File: config.mk
export PLATFORM = sky130hd
export DESIGN_NAME = cmntg_bit_stage
export DESIGN_NICKNAME = d
export VERILOG_FILES = /design/src/hw/rtl/cube_map_normal_texel_generator_macros.svh /design/src/hw/rtl/cmntg_pkg.sv /design/src/hw/rtl/cmntg_bit_stage.sv
export SDC_FILE = /design/constraint.sdc
export NUM_CORES = 2
export LEC_CHECK = 0
export BUFFER_PORTS_ARGS = -buffer_cell sky130_fd_sc_hd__buf_4
export CORE_MARGIN = 4
export CORE_UTILIZATION = 58
export CTS_CLUSTER_DIAMETER = 30
export CTS_CLUSTER_SIZE = 30
export DETAILED_ROUTE_END_ITERATION = 10
export PLACE_DENSITY_LB_ADDON = 0.25
export SLEW_MARGIN = 20
export SYNTH_ARGS = -nofsm -noshare
export SYNTH_HDL_FRONTEND = slang
export SYNTH_SLANG_ARGS = --single-unit
File: constraint.sdc
create_clock -name clock -period 19.3 [get_ports clock]
set_clock_uncertainty 0.1 [all_clocks]
set_input_delay 1.93 -clock clock [delete_from_list [all_inputs] [get_ports clock]]
set_output_delay 1.93 -clock clock [all_outputs]
set_load 0.02 [all_outputs]
File: src/hw/rtl/cube_map_normal_texel_generator_macros.svh
// ---------------------------------------------------------------------------
// Cube map normal texel generator: assertion macros
// Shared concurrent assertion shorthands, clocked on clock, off in reset.
// ---------------------------------------------------------------------------
`ifndef CUBE_MAP_NORMAL_TEXEL_GENERATOR_MACROS_SVH
`define CUBE_MAP_NORMAL_TEXEL_GENERATOR_MACROS_SVH

// same-cycle implication
`define CMNTG_ASSERT_IMPL(label, ante, cons) \
   label: assert property (@(posedge clock) disable iff (reset) (ante) |-> (cons)) \
      else $error("cube map texel generator: check failed");

// next-cycle implication
`define CMNTG_ASSERT_NEXT(label, ante, cons) \
   label: assert property (@(posedge clock) disable iff (reset) (ante) |=> (cons)) \
      else $error("cube map texel generator: check failed");

`endif

File: src/hw/rtl/cmntg_pkg.sv
// ---------------------------------------------------------------------------
// cmntg_pkg
// Types and constants of the normalization cube map texel generator.
// ---------------------------------------------------------------------------
`default_nettype none

package cmntg_pkg;

   localparam int SIZE_W  = 11;  // face_size register
   localparam int COORD_W = 10;  // column / row
   localparam int MAG_W   = 11;  // |component|, face_size <= 2047
   localparam int SQ_W    = 22;  // component squared
   localparam int N_W     = 24;  // squared length, <= 3 * 2047^2
   localparam int DSQ_W   = 16;  // (2k-255)^2
   localparam int RHS_W   = 38;  // 65025 * c^2
   localparam int LHS_W   = 40;  // d^2 * n
   localparam int BYTE_W  = 8;

   localparam logic [SIZE_W-1:0] FaceSizeReset = SIZE_W'(128);
   localparam logic [DSQ_W-1:0]  PackScale     = DSQ_W'(65025);  // 255^2

   typedef enum logic [2:0] {
      FACE_POS_X = 3'd0,
      FACE_NEG_X = 3'd1,
      FACE_POS_Y = 3'd2,
      FACE_NEG_Y = 3'd3,
      FACE_POS_Z = 3'd4,
      FACE_NEG_Z = 3'd5
   } face_type;

   typedef struct packed {
      logic [2:0]         face;
      logic [COORD_W-1:0] column;
      logic [COORD_W-1:0] row;
   } req_type;

   typedef struct packed {
      logic [BYTE_W-1:0] red;
      logic [BYTE_W-1:0] green;
      logic [BYTE_W-1:0] blue;
   } rsp_type;

   typedef struct packed {
      logic             neg;
      logic [MAG_W-1:0] mag;
   } comp_type;

   // state of the per-component search for the output byte
   typedef struct packed {
      logic                         blank;
      logic [2:0]                   neg;
      logic [N_W-1:0]               n;
      logic [2:0][RHS_W-1:0]        rhs;
      logic [2:0][BYTE_W-1:0]       k;
   } search_type;

   typedef logic [DSQ_W-1:0] odd_sq_table_type [128];

   // (2i+1)^2 for i = 0..127, the squares of |2k-255|
   function automatic odd_sq_table_type odd_sq_fill();
      odd_sq_table_type t;
      for (int i = 0; i < 128; i++) begin
         t[i] = DSQ_W'((2 * i + 1) * (2 * i + 1));
      end
      return t;
   endfunction

   localparam odd_sq_table_type OddSqTable = odd_sq_fill();

endpackage

`default_nettype wire

File: src/hw/rtl/cmntg_bit_stage.sv
// ---------------------------------------------------------------------------
// cmntg_bit_stage
// Decides one bit of each output byte: largest k with 2k-255 <= 255*c/|v|.
// ---------------------------------------------------------------------------
`default_nettype none

module cmntg_bit_stage #(
   parameter int BIT = 7
) (
   input  wire logic                    clock,
   input  wire logic                    reset,
   input  wire logic                    in_valid,
   input  wire cmntg_pkg::search_type   in_word,
   output logic                         out_valid,
   output cmntg_pkg::search_type        out_word
);
   import cmntg_pkg::*;

   localparam logic [BYTE_W-1:0] BitMask = BYTE_W'(1) << BIT;

   logic                    valid_ff;
   search_type              word_ff;
   search_type              word_in;
   logic [BYTE_W-1:0]       cand;
   logic [6:0]              idx;
   logic [LHS_W-1:0]        lhs;
   logic                    ok;

   always_comb begin
      word_in = in_word;
      cand = '0;
      idx = '0;
      lhs = '0;
      ok = 1'b0;
      for (int i = 0; i < 3; i++) begin
         cand = in_word.k[i] | BitMask;
         // |2k-255| = 2*idx+1
         idx = cand[7] ? cand[6:0] : ~cand[6:0];
         lhs = LHS_W'(OddSqTable[idx]) * LHS_W'(in_word.n);
         if (cand[7]) begin
            ok = !in_word.neg[i] && (lhs <= LHS_W'(in_word.rhs[i]));
         end else begin
            ok = !in_word.neg[i] || (lhs >= LHS_W'(in_word.rhs[i]));
         end
         word_in.k[i] = ok ? cand : in_word.k[i];
      end
   end

   always_ff @(posedge clock) begin
      if (reset) begin
         valid_ff <= 1'b0;
      end else begin
         valid_ff <= in_valid;
      end
   end

   always_ff @(posedge clock) begin
      word_ff <= word_in;
   end

   assign out_valid = valid_ff;
   assign out_word  = word_ff;

endmodule

`default_nettype wire

==> results.yml <==
grt:
  antenna_found_initial: 3
  groute.usage.overall_pct: 29.3
  grt_max_degree: 71
  grt_overflow: 0
  grt_pass1_wl_um: 184000
  grt_pass1_vias: 35500
routing:
  drt-vias-per-instance: 5.61
  wl_um: 112000
  dr.pass1.iters: 6
  drt_iter0_drc: 2492
  vias: 34100
  route.detailed.drc: 0
  wl_per_cell_um: 18.4
  ant_nets: 0
logic_synthesis:
  yosysUniqueCellTypes: 89
  synth_largest_area_cell: "fa_1"
  synth_area_um2: 42700
  ys_warn_count: 0
  yosys-top-cells-count: "1069 x inv_1, 780 x fa_1, 670 x nand2_1, 513 x ha_1, 409 x and2_1"
  synth_nets: 6437
  synthTopCellsByArea: "fa_1 37%, ha_1 15%, inv_1 9.4%"
  synth_top_family_by_area: "adder cells"
  synth_edf_count: 0
  synthMuxAreaShare_pct: 0.829
  synth_compound_area_share_pct: 9.97
  synth-seq-cells: 167
  synthCells: 4975
  ys_async_sr_fraction_pct: 0
  synth_top_area_share_pct: 36.6
  synth_fa_ha_area_share_pct: 51.6
  syn_area_per_cell_um2: 8.58
  yosysSeqAreaShare_pct: 7.83
  synth_xor_area_share_pct: 1.83
  yosysMostFrequentCell: "inv_1"
  synth_ff_type: "dfxtp_1"
  yosys.area_share.simple_pct: 16.2
sta:
  period_share_pct: 59.1
  worst_slew_pin_slew_ps: 1090
  drv_slew: 0
  hold_viol: 0
  fin_tns_setup_ps: 0
  setup_viol: 0
  fmax_ghz: 0.0877
  relSlewSlack_pct: 27.3
  rsz0062_at_grt: "no"
  fin_crit_ps: 11410
critical_path:
  path_buf_inv: 5
  critPathMaxStageDelay_ps: 790
  required_ps: 19580
  start_kind: "primary input"
  crit_type: "primary input to flop"
  worstPathArrival_ps: 11690
  critical-path-top-delay-family: "adder cells"
  crit_top_cell: "fa_1"
  end_kind: "flop"
  crit_fanout: 31
  slowest_stage: "mux4_2"
placed_design:
  portBuffers: 335
  place_congestion: 0.919
  dp_hpwl_um: 82900
floorplan:
  num_io_pins: 336
  initial_core_util_pct: 58.5
  core.rowCount: 99
  die_w_um: 279
  core-area_um2: 73000
  die_y_um: 279
  die_area_um2: 78000
status:
  run_status: "complete, no violations"
clocking:
  cts_setup_buffers: 0
  clk_path_buf_depth: 2
  clkTransAtPathRegs_ps: 90
  cts_buffers: 17
  ctsResizeCount: 0
  clkSinkCount: 167
  root_buffer: "clkbuf_16"
  tritoncts: "yes"
  htree_levels: 4
  ctsHoldBuffers: 0
final_layout:
  area_growth_pct: 8.54
  fillCellCount: 6310
  n_antenna_cell: 0
  drive_gt1_share_pct: 8.90
  nNetsFinal: 6563
min_path:
  hold_depth: 1
  hp-start: "in_word[165]"
  min_to: "out_word[165]"
  hold_class: "primary input to flop"
flow_run:
  maxCapViolations: 0
## layout make-up
| cell class | instances | area (um^2) | share of cell area, % |
|---|---|---|---|
| repair buffers | 361 | 2710 | 5.85 |
| multi-input cells | 3482 | 34400 | 74.3 |
| inverters | 1072 | 4020 | 8.69 |
| flip-flops and latches | 167 | 3340 | 7.22 |
| clock buffers | 17 | 425 | 0.918 |
| clock inverters | 15 | 200 | 0.432 |
| well taps | 959 | 1200 | 2.59 |
## worst max-delay path by stage
stage,depth (start not counted),start,to
finish,37,in_word[9],out_word[15]
CTS,41,in_word[17],out_word[23]
detailed placement,41,in_word[17],out_word[23]
global route,42,in_word[9],out_word[15]
global placement,40,in_word[17],out_word[23]
floorplan,43,in_word[17],out_word[23]
## metal layers
layer	up-vias	share of wire (%)	GRT usage [%]
li1	15600	-	-
met5	-	0	0
met3	203	8.0	4.49
met2	1408	48	50.0
met4	0	2.8	8.68
met1	16800	41	38.8
## metrics by stage
stage / util, % / hold slack (ps) / instance area [um^2] / std cells / setup WS (ps)
after floorplan: - / 1860 / 42700 / 4975 / 8630
after global placement: 62.6 / 1930 / 45700 / 6041 / 7430
after detailed placement: 62.6 / 1940 / 45700 / 6041 / 7200
after CTS: 63.5 / 1390 / 46300 / 6073 / 7680
after global routing: 63.5 / 1400 / 46300 / 6073 / 7290
final: 63.5 / 1420 / 46300 / 6073 / 7890
## registers in the layout, indices dropped and copies added (netlist names)
signal / count
out_word: 166
out_valid: 1
## cell families after synthesis
group,after synthesis
AOI/OAI and AO/OA,648
xor gates and xnor gates,89
adders and majority gates,1293
buffers and inverters,1326
DFF,167
muxes,25
and+or+nand+nor,1427
## placed cells by master, fill, tap and decap left out, types with 11 or more instances in the layout
cell	instances
o211ai_1	21
o21ai_0	131
nand4_1	33
ha_1	512
nor2b_1	19
a211oi_1	31
nand2_1	670
nand2b_1	23
nand3_1	48
a31oi_1	27
dfxtp_1	167
nor3_1	39
xnor2_1	61
o21a_1	14
a21o_1	75
clkbuf_16	17
mux2i_1	14
and2_1	409
buf_4	361
xor2_1	28
a21oi_1	192
fa_1	780
inv_1	1069
nor2_1	125
and3_1	11
o21bai_1	19
o21ai_1	12
Power is not shown: default switching activity piles up to over one toggle a cycle in this logic, so the estimate is an artifact.
