===== src/hw/rtl/cube_map_normal_texel_generator_macros.svh =====
// ---------------------------------------------------------------------------
// Cube map normal texel generator: assertion macros
// Shared concurrent assertion shorthands, clocked on clock, off in reset.
// ---------------------------------------------------------------------------
`ifndef CUBE_MAP_NORMAL_TEXEL_GENERATOR_MACROS_SVH
`define CUBE_MAP_NORMAL_TEXEL_GENERATOR_MACROS_SVH

// same-cycle implication
`define CMNTG_ASSERT_IMPL(label, ante, cons) \
   label: assert property (@(posedge clock) disable iff (reset) (ante) |-> (cons)) \
      else $error("cube map texel generator: check failed");

// next-cycle implication
`define CMNTG_ASSERT_NEXT(label, ante, cons) \
   label: assert property (@(posedge clock) disable iff (reset) (ante) |=> (cons)) \
      else $error("cube map texel generator: check failed");

`endif


===== src/hw/rtl/cmntg_pkg.sv =====
// ---------------------------------------------------------------------------
// cmntg_pkg
// Types and constants of the normalization cube map texel generator.
// ---------------------------------------------------------------------------
`default_nettype none

package cmntg_pkg;

   localparam int SIZE_W  = 11;  // face_size register
   localparam int COORD_W = 10;  // column / row
   localparam int MAG_W   = 11;  // |component|, face_size <= 2047
   localparam int SQ_W    = 22;  // component squared
   localparam int N_W     = 24;  // squared length, <= 3 * 2047^2
   localparam int DSQ_W   = 16;  // (2k-255)^2
   localparam int RHS_W   = 38;  // 65025 * c^2
   localparam int LHS_W   = 40;  // d^2 * n
   localparam int BYTE_W  = 8;

   localparam logic [SIZE_W-1:0] FaceSizeReset = SIZE_W'(128);
   localparam logic [DSQ_W-1:0]  PackScale     = DSQ_W'(65025);  // 255^2

   typedef enum logic [2:0] {
      FACE_POS_X = 3'd0,
      FACE_NEG_X = 3'd1,
      FACE_POS_Y = 3'd2,
      FACE_NEG_Y = 3'd3,
      FACE_POS_Z = 3'd4,
      FACE_NEG_Z = 3'd5
   } face_type;

   typedef struct packed {
      logic [2:0]         face;
      logic [COORD_W-1:0] column;
      logic [COORD_W-1:0] row;
   } req_type;

   typedef struct packed {
      logic [BYTE_W-1:0] red;
      logic [BYTE_W-1:0] green;
      logic [BYTE_W-1:0] blue;
   } rsp_type;

   typedef struct packed {
      logic             neg;
      logic [MAG_W-1:0] mag;
   } comp_type;

   // state of the per-component search for the output byte
   typedef struct packed {
      logic                         blank;
      logic [2:0]                   neg;
      logic [N_W-1:0]               n;
      logic [2:0][RHS_W-1:0]        rhs;
      logic [2:0][BYTE_W-1:0]       k;
   } search_type;

   typedef logic [DSQ_W-1:0] odd_sq_table_type [128];

   // (2i+1)^2 for i = 0..127, the squares of |2k-255|
   function automatic odd_sq_table_type odd_sq_fill();
      odd_sq_table_type t;
      for (int i = 0; i < 128; i++) begin
         t[i] = DSQ_W'((2 * i + 1) * (2 * i + 1));
      end
      return t;
   endfunction

   localparam odd_sq_table_type OddSqTable = odd_sq_fill();

endpackage

`default_nettype wire


===== src/hw/rtl/cmntg_front.sv =====
// ---------------------------------------------------------------------------
// cmntg_front
// Three stages: clamp and face mux, squares, length and scaled squares.
// ---------------------------------------------------------------------------
`default_nettype none

module cmntg_front #(
   parameter int MAX_FACE_SIZE = 1024
) (
   input  wire logic                           clock,
   input  wire logic                           reset,
   input  wire logic                           req_valid,
   input  wire cmntg_pkg::req_type             req_word,
   input  wire logic [cmntg_pkg::SIZE_W-1:0]   face_size,
   output logic                                srch_valid,
   output cmntg_pkg::search_type               srch_word
);
   import cmntg_pkg::*;

   localparam logic [SIZE_W+1:0] MaxSize = (SIZE_W+2)'(MAX_FACE_SIZE);

   logic [SIZE_W-1:0]       s;
   logic [SIZE_W-1:0]       lim;
   logic [COORD_W-1:0]      col_c;
   logic [COORD_W-1:0]      row_c;
   logic signed [SIZE_W+1:0] a_s;
   logic signed [SIZE_W+1:0] b_s;
   logic signed [SIZE_W+1:0] a_abs;
   logic signed [SIZE_W+1:0] b_abs;
   comp_type                ca;
   comp_type                cb;
   comp_type                cs;
   comp_type [2:0]          comp_in;
   logic                    blank_in;

   logic                    v1_ff, v2_ff, v3_ff;
   comp_type [2:0]          comp_ff;
   logic                    blank1_ff, blank2_ff;
   logic [2:0][SQ_W-1:0]    sq_ff;
   logic [2:0]              neg2_ff;
   search_type              srch_ff;
   search_type              srch_in;

   always_comb begin
      s = ({2'b00, face_size} > MaxSize) ? MaxSize[SIZE_W-1:0] : face_size;
      lim = (s == '0) ? '0 : s - SIZE_W'(1);
      col_c = ({1'b0, req_word.column} > lim) ? lim[COORD_W-1:0] : req_word.column;
      row_c = ({1'b0, req_word.row} > lim) ? lim[COORD_W-1:0] : req_word.row;
      a_s = $signed({2'b00, col_c, 1'b1}) - $signed({2'b00, s});
      b_s = $signed({2'b00, row_c, 1'b1}) - $signed({2'b00, s});
      a_abs = a_s[SIZE_W+1] ? -a_s : a_s;
      b_abs = b_s[SIZE_W+1] ? -b_s : b_s;
      ca = '{neg: a_s[SIZE_W+1], mag: a_abs[MAG_W-1:0]};
      cb = '{neg: b_s[SIZE_W+1], mag: b_abs[MAG_W-1:0]};
      cs = '{neg: 1'b0, mag: s};
      blank_in = 1'b0;
      comp_in = '0;
      // lane 2 = x, 1 = y, 0 = z
      unique case (req_word.face)
         FACE_POS_X: comp_in = {cs, {~cb.neg, cb.mag}, {~ca.neg, ca.mag}};
         FACE_NEG_X: comp_in = {{1'b1, cs.mag}, {~cb.neg, cb.mag}, ca};
         FACE_POS_Y: comp_in = {ca, cs, cb};
         FACE_NEG_Y: comp_in = {ca, {1'b1, cs.mag}, {~cb.neg, cb.mag}};
         FACE_POS_Z: comp_in = {ca, {~cb.neg, cb.mag}, cs};
         FACE_NEG_Z: comp_in = {{~ca.neg, ca.mag}, {~cb.neg, cb.mag}, {1'b1, cs.mag}};
         default:    blank_in = 1'b1;
      endcase
   end

   always_comb begin
      srch_in.blank = blank2_ff;
      srch_in.neg   = neg2_ff;
      srch_in.n     = N_W'(sq_ff[0]) + N_W'(sq_ff[1]) + N_W'(sq_ff[2]);
      for (int i = 0; i < 3; i++) begin
         srch_in.rhs[i] = RHS_W'(sq_ff[i]) * RHS_W'(PackScale);
      end
      srch_in.k = '0;
   end

   always_ff @(posedge clock) begin
      if (reset) begin
         v1_ff <= 1'b0;
         v2_ff <= 1'b0;
         v3_ff <= 1'b0;
      end else begin
         v1_ff <= req_valid;
         v2_ff <= v1_ff;
         v3_ff <= v2_ff;
      end
   end

   always_ff @(posedge clock) begin
      comp_ff   <= comp_in;
      blank1_ff <= blank_in;
      for (int i = 0; i < 3; i++) begin
         sq_ff[i]   <= SQ_W'(comp_ff[i].mag) * SQ_W'(comp_ff[i].mag);
         neg2_ff[i] <= comp_ff[i].neg;
      end
      blank2_ff <= blank1_ff;
      srch_ff   <= srch_in;
   end

   assign srch_valid = v3_ff;
   assign srch_word  = srch_ff;

endmodule

`default_nettype wire


===== config.mk =====
export PLATFORM = sky130hd
export DESIGN_NAME = cmntg_front
export DESIGN_NICKNAME = d
export VERILOG_FILES = /design/src/hw/rtl/cube_map_normal_texel_generator_macros.svh /design/src/hw/rtl/cmntg_pkg.sv /design/src/hw/rtl/cmntg_front.sv
export SDC_FILE = /design/constraint.sdc
export NUM_CORES = 2
export LEC_CHECK = 0
export BUFFER_PORTS_ARGS = -buffer_cell sky130_fd_sc_hd__buf_4
export CAP_MARGIN = 10
export CORE_MARGIN = 3
export CORE_UTILIZATION = 28
export CTS_BUF_LIST = sky130_fd_sc_hd__clkbuf_8
export DETAILED_ROUTE_END_ITERATION = 6
export PLACE_DENSITY = 0.48
export SKIP_CTS_REPAIR_TIMING = 1
export SYNTH_ARGS = -nofsm -noshare
export SYNTH_HDL_FRONTEND = slang
export SYNTH_SLANG_ARGS = --single-unit

===== constraint.sdc =====
create_clock -name clock -period 6.6 [get_ports clock]
set_input_delay 0.66 -clock clock [delete_from_list [all_inputs] [get_ports clock]]
set_output_delay 0.66 -clock clock [all_outputs]
set_load 0.005 [all_outputs]

==> impl_results.md <==
* Final HPWL DP at 67100 um
* Most common cell in the netlist: inv_1
* CTS tree: yes
* Sequential share of the synthesized area at 0.153
* Routability cong. at ~0.86
* CP max FO at 6
* Syn Inst Count at between 3000 and 4000
* CP required at 7.11 ns
* FFs w/ async S/R, synth at 0
* Tcrit/Tclk final at 0.921
* Total global routing overflow at 0
* Main area contributors after synthesis: fa_1 29%, ha_1 22%, dfxtp_1 15%
* Most frequent cells after synthesis: 598 x inv_1, 554 x ha_1, 472 x fa_1, 246 x dfxtp_1, 156 x nor2_1
* First-pass DRT Iterations at 5
* Vias/cell at 4.48
* Run status: finished, final reports clean
* Num CTS Buffers at 48
* Kind of critical path: reg -> reg
* DIE AREA at around 0.12 sq mm
* Final WL at 78200 um
* Final setup TNS at 0 ns
* Vias in the first global route at 23700
* Cells after DPL at between 4000 and 5000
* # DRC at 0
* Die Wd at 345 um
* First-pass GRT wire length at around 130000 um
* Starting density of the core at 0.284
* Sinks on Clock Net at approximately 250
* H-tree depth at 2
* # rows at 123
* I/O pin count at 204
* Post-synth top area share at 0.294
* Peak Freq at 0.165 GHz
* Crit path largest cell delay at 0.71 ns
* Syn-to-layout area delta at 13.9%
* Final Worst Setup Slack at 0.522 ns
* Max Slew Vio Count at 0
* Main synth FF type: dfxtp_1
* Cell taking the most area after synthesis: fa_1
* Largest net degree at the start of global routing at 40
* Pre-CTS WS at 0.00496 ns
* #FFs+latches synth at between 200 and 250
* Global-route usage over all layers at 0.135
* Synth cell types at between 70 and 80
* Crit start category: register
* CP cell instances: fa_1 > fa_1 > inv_1 > fa_1 > inv_1 > fa_1 > ha_1 > ha_1 > ha_1 > a21o_1 > a21o_1 > a2111oi_0 > o221ai_1 > a21oi_1 > a21oi_1 > a211oi_2 > a21oi_1 > xnor2_1
* CP dominant cell by count: fa_1
* WP data arrival at 6.59 ns
* Buffers added on ports at 176
* Storage cell area at 0.00492 sq mm
* Worst Tran Pin Value at 0.747 ns
* ANT nets after route at 0
* EDFF count, synth at 0
* Critical Path End Type: register
* Clock transition at the registers of the reported paths at 0.06 ns
* Min-delay worst type: in -> reg
* Finished Layout Cells at about 5000
* Drt first-iter violations at 883
* Layout Utilization at 0.323
* Rel. slew slack at 0.502
* Synth Warn # at 0
* Initial antenna violation count at 3
* Hold Violations, Final at 0
* RSZ-0062 raised after global routing: no
* Fillers at 11800
* Worst skew pair latency at ~0.66 ns
* Synthesized area per cell at 9.90 sq um
* WL/cell at 15.6 um
* Min Clock Period, post-route at around 6.1 ns
* CTS Root Cell: clkbuf_8
* Nets@finish at 4559
* Die H at 345 um
* Max-cap check violation count at 0
* Post-Syn Area at 0.0322 sq mm
* CORE AREA at 0.113 sq mm
* Clock Path Buffers at 3
* Final Skew at about 0.040 ns
* Final-report setup violation count at 0
* Share of layout cells above drive strength 1 at 0.110
* Slowest CP cell: dfxtp_1
* Vias at 22500
* Multi-input logic area at 0.0247 sq mm
## placed cells by master, fill, tap and decap left out, types with 10 or more instances in the layout
master    instances
a211oi_1         21
a21o_1           50
a21oi_1         117
a31o_2           10
a31oi_1          16
and2_1           97
and3_1           16
buf_4           245
clkbuf_8         55
conb_1           34
dfxtp_1         246
fa_1            472
ha_1            554
inv_1           607
mux2_2           25
mux2i_1          10
nand2_1         150
nand2b_1         13
nand3_1          29
nand4_1          12
nor2_1          156
nor2b_1          42
nor3_1           33
nor4_1           13
o211ai_1         12
o21a_1           41
o21ai_0          71
o21bai_1         20
o31a_1           12
o31ai_1          14
or2_2            11
xnor2_1         136
xor2_1           44
## metal layers
layer  track usage  wire length [um]  up-vias
met3        0.0179              3630      106
met2         0.224             36200      430
met5             0                 0        -
met4        0.0399              2250        0
met1         0.183             36100    10900
li1              -                 -    11100
## sequential cells by signal (all words and copies together) (netlist names)
signal,count
v2_ff,1
comp_ff,36
neg2_ff,3
srch_valid,1
srch_word,139
blank1_ff,1
sq_ff,63
v1_ff,1
blank2_ff,1
## through the flow
step | hold WS, ns | cell area, sq um
2_1_floorplan | 0.310 | 32300
3_3_place_gp | 0.311 | 35600
3_5_place_dp | 0.314 | 35600
4_1_cts | 0.0853 | 36600
5_1_grt | 0.117 | 36600
6_report | 0.182 | 36600
## path summary, 6_finish.rpt
check	cells past startpoint	start	slack [ns]	to
hold / removal	2	reset	0.18	srch_valid
setup reg to reg	18	sq_ff[36]	0.52	srch_word[99]
hold reg to reg	0	neg2_ff[1]	0.33	srch_word[163]
setup / recovery	18	sq_ff[36]	0.52	srch_word[99]
## critical path: cells and delay by family (launching register included)
kind	cells	cell delay, ns
AOI/OAI and AO/OA	8	2.05
xor gates and xnor gates	1	0.13
adders and majority gates	7	2.96
buffers and inverters	2	0.10
DFF	1	0.71
## logic make-up (layout without fill, tap and decap cells)
family | Yosys count | in the layout | share of synthesized area
muxes | 35 | 35 | 0.0119
and+or+nand+nor | 603 | 603 | 0.0928
DFF | 246 | 246 | 0.153
xor gates and xnor gates | 180 | 180 | 0.0490
other | 2 | 36 | 0.000233
AOI/OAI and AO/OA | 476 | 476 | 0.100
buffers and inverters | 682 | 927 | 0.0834
adders and majority gates | 1026 | 1026 | 0.509
## final cells by class
type,instances,share of cell area
multi-input combinational,2354,0.674
tap,1500,0.0512
antenna,2,0.000137
timing repair buffer,245,0.0502
inverter,601,0.0616
clock inverter,26,0.00765
clock buffer,55,0.0207
sequential,246,0.134
Power is not shown: default switching activity piles up to over one toggle a cycle in this logic, so the estimate is an artifact.
